===== src/hdl/hba_pkg.sv =====
// ---------------------------------------------------------------------------
// Histogram bin accumulate unit - package
// Sizes, operation and status codes, register map and shared types.
// ---------------------------------------------------------------------------
package hba_pkg;

  // Storage sizes
  localparam int NUM_BINS  = 64;
  localparam int NUM_EDGES = NUM_BINS + 1;
  localparam int EDGE_AW   = $clog2(NUM_EDGES);
  localparam int CNT_AW    = $clog2(NUM_BINS);
  localparam int BIN_W     = $clog2(NUM_BINS + 1);

  // Field widths
  localparam int OP_W     = 3;
  localparam int DATA_W   = 32;
  localparam int SLOT_W   = 7;
  localparam int IDX_W    = 8;
  localparam int STATUS_W = 2;
  localparam int CNT_W    = 48;

  // Config port
  localparam int APB_AW    = 3;
  localparam int APB_DW    = 32;
  localparam int BIU_W     = 7;
  localparam int MODE_W    = 2;
  localparam logic REG_BINS_IN_USE = 1'b0;
  localparam logic REG_RANGE_MODE  = 1'b1;
  localparam logic [BIU_W-1:0] RST_BINS_IN_USE = 7'd64;

  // Operation codes
  localparam logic [OP_W-1:0] OP_ADD_SAMPLE = 3'd0;
  localparam logic [OP_W-1:0] OP_ADD_BIN    = 3'd1;
  localparam logic [OP_W-1:0] OP_READ_BIN   = 3'd2;
  localparam logic [OP_W-1:0] OP_WRITE_EDGE = 3'd3;
  localparam logic [OP_W-1:0] OP_CLEAR      = 3'd4;

  // Status codes
  localparam logic [STATUS_W-1:0] ST_OK      = 2'd0;
  localparam logic [STATUS_W-1:0] ST_IGNORED = 2'd1;
  localparam logic [STATUS_W-1:0] ST_ERROR   = 2'd2;
  localparam logic [STATUS_W-1:0] ST_BAD_IDX = 2'd3;

  // Range modes
  localparam logic [MODE_W-1:0] MODE_IGNORE  = 2'd0;
  localparam logic [MODE_W-1:0] MODE_SQUEEZE = 2'd1;
  localparam logic [MODE_W-1:0] MODE_ERROR   = 2'd2;

  // Special bin index below the first edge
  localparam logic [IDX_W-1:0] IDX_BELOW = {IDX_W{1'b1}};

  // Count saturation limits
  localparam logic [CNT_W-1:0] CNT_MAX = {1'b0, {(CNT_W-1){1'b1}}};
  localparam logic [CNT_W-1:0] CNT_MIN = {1'b1, {(CNT_W-1){1'b0}}};

  // Configuration seen by the sequencer
  typedef struct packed {
    logic [BIU_W-1:0]  bins_in_use;
    logic [MODE_W-1:0] range_mode;
  } cfg_t;

endpackage


===== src/hdl/hba_cfg.sv =====
// ---------------------------------------------------------------------------
// Histogram bin accumulate unit - configuration registers
// APB-style register file: bins_in_use at 0x0, range_mode at 0x4.
// ---------------------------------------------------------------------------
module hba_cfg (
  input  logic                        clk,
  input  logic                        rst_n,
  input  logic                        psel,
  input  logic                        penable,
  input  logic                        pwrite,
  input  logic [hba_pkg::APB_AW-1:0]  paddr,
  input  logic [hba_pkg::APB_DW-1:0]  pwdata,
  output logic [hba_pkg::APB_DW-1:0]  prdata,
  output logic                        pready,
  output hba_pkg::cfg_t               cfg
);

  logic [hba_pkg::BIU_W-1:0]  bins_r;
  logic [hba_pkg::BIU_W-1:0]  bins_nxt;
  logic [hba_pkg::MODE_W-1:0] mode_r;
  logic [hba_pkg::MODE_W-1:0] mode_nxt;
  logic                       wr_hit;
  logic                       reg_sel;

  assign pready  = 1'b1;
  assign wr_hit  = psel && penable && pwrite && pready;
  assign reg_sel = paddr[hba_pkg::APB_AW-1];

  // Register write decode
  always_comb begin
    bins_nxt = bins_r;
    mode_nxt = mode_r;
    if (wr_hit) begin
      if (reg_sel == hba_pkg::REG_BINS_IN_USE) begin
        bins_nxt = pwdata[hba_pkg::BIU_W-1:0];
      end else begin
        mode_nxt = pwdata[hba_pkg::MODE_W-1:0];
      end
    end
  end

  always_ff @(posedge clk) begin
    if (!rst_n) begin
      bins_r <= hba_pkg::RST_BINS_IN_USE;
      mode_r <= hba_pkg::MODE_IGNORE;
    end else begin
      bins_r <= bins_nxt;
      mode_r <= mode_nxt;
    end
  end

  // Read-back mux
  always_comb begin
    if (reg_sel == hba_pkg::REG_BINS_IN_USE) begin
      prdata = hba_pkg::APB_DW'(bins_r);
    end else begin
      prdata = hba_pkg::APB_DW'(mode_r);
    end
  end

  assign cfg.bins_in_use = bins_r;
  assign cfg.range_mode  = mode_r;

endmodule


===== config.mk =====
export PLATFORM = sky130hd
export DESIGN_NAME = hba_cfg
export DESIGN_NICKNAME = d
export VERILOG_FILES = /design/src/hdl/hba_pkg.sv /design/src/hdl/hba_cfg.sv
export SDC_FILE = /design/constraint.sdc
export NUM_CORES = 1
export LEC_CHECK = 0
export BUFFER_PORTS_ARGS = -buffer_cell sky130_fd_sc_hd__clkbuf_2
export CAP_MARGIN = 40
export CELL_PAD_IN_SITES_DETAIL_PLACEMENT = 1
export CELL_PAD_IN_SITES_GLOBAL_PLACEMENT = 1
export CORE_MARGIN = 2
export CORE_UTILIZATION = 17
export CTS_CLUSTER_SIZE = 28
export DETAILED_ROUTE_END_ITERATION = 7
export GPL_ROUTABILITY_DRIVEN = 0
export PLACE_DENSITY = 0.84
export SETUP_SLACK_MARGIN = 0.02
export SLEW_MARGIN = 20
export SYNTH_ARGS = -nofsm -noshare
export SYNTH_HDL_FRONTEND = slang
export SYNTH_SLANG_ARGS = --single-unit

===== constraint.sdc =====
create_clock -name clk -period 0.89 [get_ports clk]
set_clock_uncertainty 0.05 [all_clocks]
set_input_delay 0.089 -clock clk [delete_from_list [all_inputs] [get_ports clk]]
set_output_delay 0.089 -clock clk [all_outputs]
set_load 0.01 [all_outputs]

==> metrics.csv <==
metric,value,unit
WL per Instance,10.2,um
final worst slack,-0.204,ns
Critical R2R Launch,mode_r[1],
post-route insts no fill,163,
later-pin clock latency in the skew report,0.23,ns
"CTS clk-pin slew, worst paths",0.05,ns
Core Area,3630,sq um
Via-to-Cell Ratio,3.44,
Netlist Area Pre-Place,636,sq um
Initial Utilization,17.5,%
Final setup viols,14,
Flop pwr share,38.3,%
CTS sink count,9,
post-synthesis sequential area ratio,28.3,%
met2 routed WL,878,um
Critical Path Fanout Max,2,
Placed Instances,148,
Combinational Power Share,19.6,%
layout cells sized above 1,52.2,%
fin crit period,1.09,ns
CTS tree,yes,
CP startpoint,bins_r[1],
Routed Wire Length,1.67,mm
hold_ws,0.0401,ns
met3 WL,138,um
cell row count,22,
PwrDens,1080,nW/um^2
CP max stage delay,0.33,ns
H-Tree Depth,1,
HPWL after DPL,1.17,mm
sw power,0.000281,W
Clock Path Buffers,2,
die span in x,65.1,um
number of synthesis warnings,0,
Syn Inst Count,74,
Critical Path End Type,output pin,
clock root cell,clkbuf_8,
first-pass GRT wire length,2.22,mm
chip height,65.1,um
Nets,156,
Cell Int Power,0.000822,W
I/O Pins,82,
drc violations,0,
1st-iter DRT viols,0,
maximum clock rate,0.914,GHz
via count,561,
port bufs,28,
first-pass iteration count of the detailed router,1,
n_diodes,0,
"Avg Cell Area, Syn",8.59,sq um
CP Buf/Inv Count,1,
gr usage total,7.08,%
Critical Path Slowest Stage Cell,dfxtp_2,
Final Max Tran Viols,0,
critical path start-end classification,reg2out,
critical path data required time,0.75,ns
Top delay family on crit path,flip-flops,
Max Used Layer,met4,
status,"finished, violations left",
"FF+latch count, synth",9,
Hold Crit Class,in2reg,
largest net degree at the start of global routing,17,
clock power share,42.2,%
VDD IR-drop max,0.309,mV
Yosys cell types,11,
Pleak,0.512,nW
Final Cell Area,1020,sq um
endpoints failing hold,0,
HP Start,pwdata[2],
grt total ovfl,0,
die area,4240,sq um
type of origin of the critical path,register,
CTS buffer count,3,
Tcrit/Tclk final,123,%
"Cell Chain, Critical Path",mux2_4 > buf_6,
failing checks,negative setup slack,
DP Area,738,sq um
max_cap viols,0,
initial antenna violation count,0,
area grow syn2layout,60.6,%
antenna-violating nets left,0,
Post-Route Utilization,28.1,%
WP data arrival,0.96,ns
RSZ-0062 raised after global routing,true,
vias in the first global route,496,
Sw Ratio,25.5,%
WL met1,617,um
## power groups by stage
stage               sequential [W]  combinational (W)  clock (W)
finish                    0.000422           0.000216   0.000465
global placement          0.000428           0.000160          0
detailed placement        0.000428           0.000164          0
global route              0.000422           0.000234   0.000497
floorplan                 0.000430           0.000185          0
CTS                       0.000421           0.000187   0.000471
## logic make-up (layout without fill, tap and decap cells)
| logic type | Yosys count | in the layout | synth area share [%] |
|---|---|---|---|
| multiplexers | 11 | 11 | 17.7 |
| AND/OR/NAND/NOR | 23 | 23 | 17.7 |
| flip-flops | 9 | 9 | 28.3 |
| other | 2 | 26 | 1.18 |
| buffers and inverters | 29 | 46 | 35.0 |
## per-stage QoR
stage	setup TNS, ns	power (W)	worst slack, ns
finish	-0.799	0.00110	-0.204
global placement	-0.600	0.000588	-0.0790
CTS	-0.890	0.00108	-0.176
detailed placement	-0.687	0.000592	-0.0958
global route	-1.14	0.00115	-0.217
floorplan	0	0.000615	0.0297
## worst register-to-register path: cells and delay by family, from the launching register on
family	cells	cell delay, ns
mux	1	0.07
simple gates	1	0.04
buf+inv	2	0.23
flops	1	0.32
## area by class of cell
class / instances / area (sq um)
sequential: 9 / 191
fill: 445 / 2610
clock buffer: 4 / 45.0
multi-input combinational: 60 / 360
tap: 48 / 60.1
timing repair buffer: 42 / 364
## registers in the layout, indices dropped and copies added, names as in the netlist
name and flops:
mode_r 2, bins_r 7
## cell usage after synthesis
cell type	n	area share, %
nand4_1	1	0.98
buf_2	1	0.79
buf_6	2	3.5
nor2b_1	7	6.9
buf_4	26	31
and4b_1	1	1.6
mux2i_1	9	14
dfxtp_1	9	28
nand2_1	14	8.3
conb_1	2	1.2
mux2_2	2	3.5
## repair_timing
action / 4_1_cts / 5_1_grt
hold buffers: 0 / 0
buffers inserted: 8 / 4
setup endpoints to repair: 9 / 15
resized for setup: 19 / 34
## per-layer routing
layer  vias to the layer above  GRT usage, %
met5                         -             0
met4                         0          5.47
met3                         2          1.54
met2                        30          12.9
met1                       265          6.93
li1                        264             -
## path summary, 6_finish.rpt
path                    end  slack (ns)  depth (start not counted)
hold / removal    bins_r[2]        0.04                          3
setup reg to reg  mode_r[1]        0.06                          4
hold reg to reg   bins_r[6]        0.49                          2
setup / recovery  prdata[1]       -0.20                          2
## placed cells by master, fill, tap and decap left out, drive strengths merged
master	netlist	routed
buf	29	29
conb	2	26
clkbuf	0	17
nand2	14	14
mux2i	9	9
dfxtp	9	9
nor2b	7	7
mux2	2	2
nand4	1	1
and4b	1	1
Note: power is estimated with default switching activity, not from simulation.
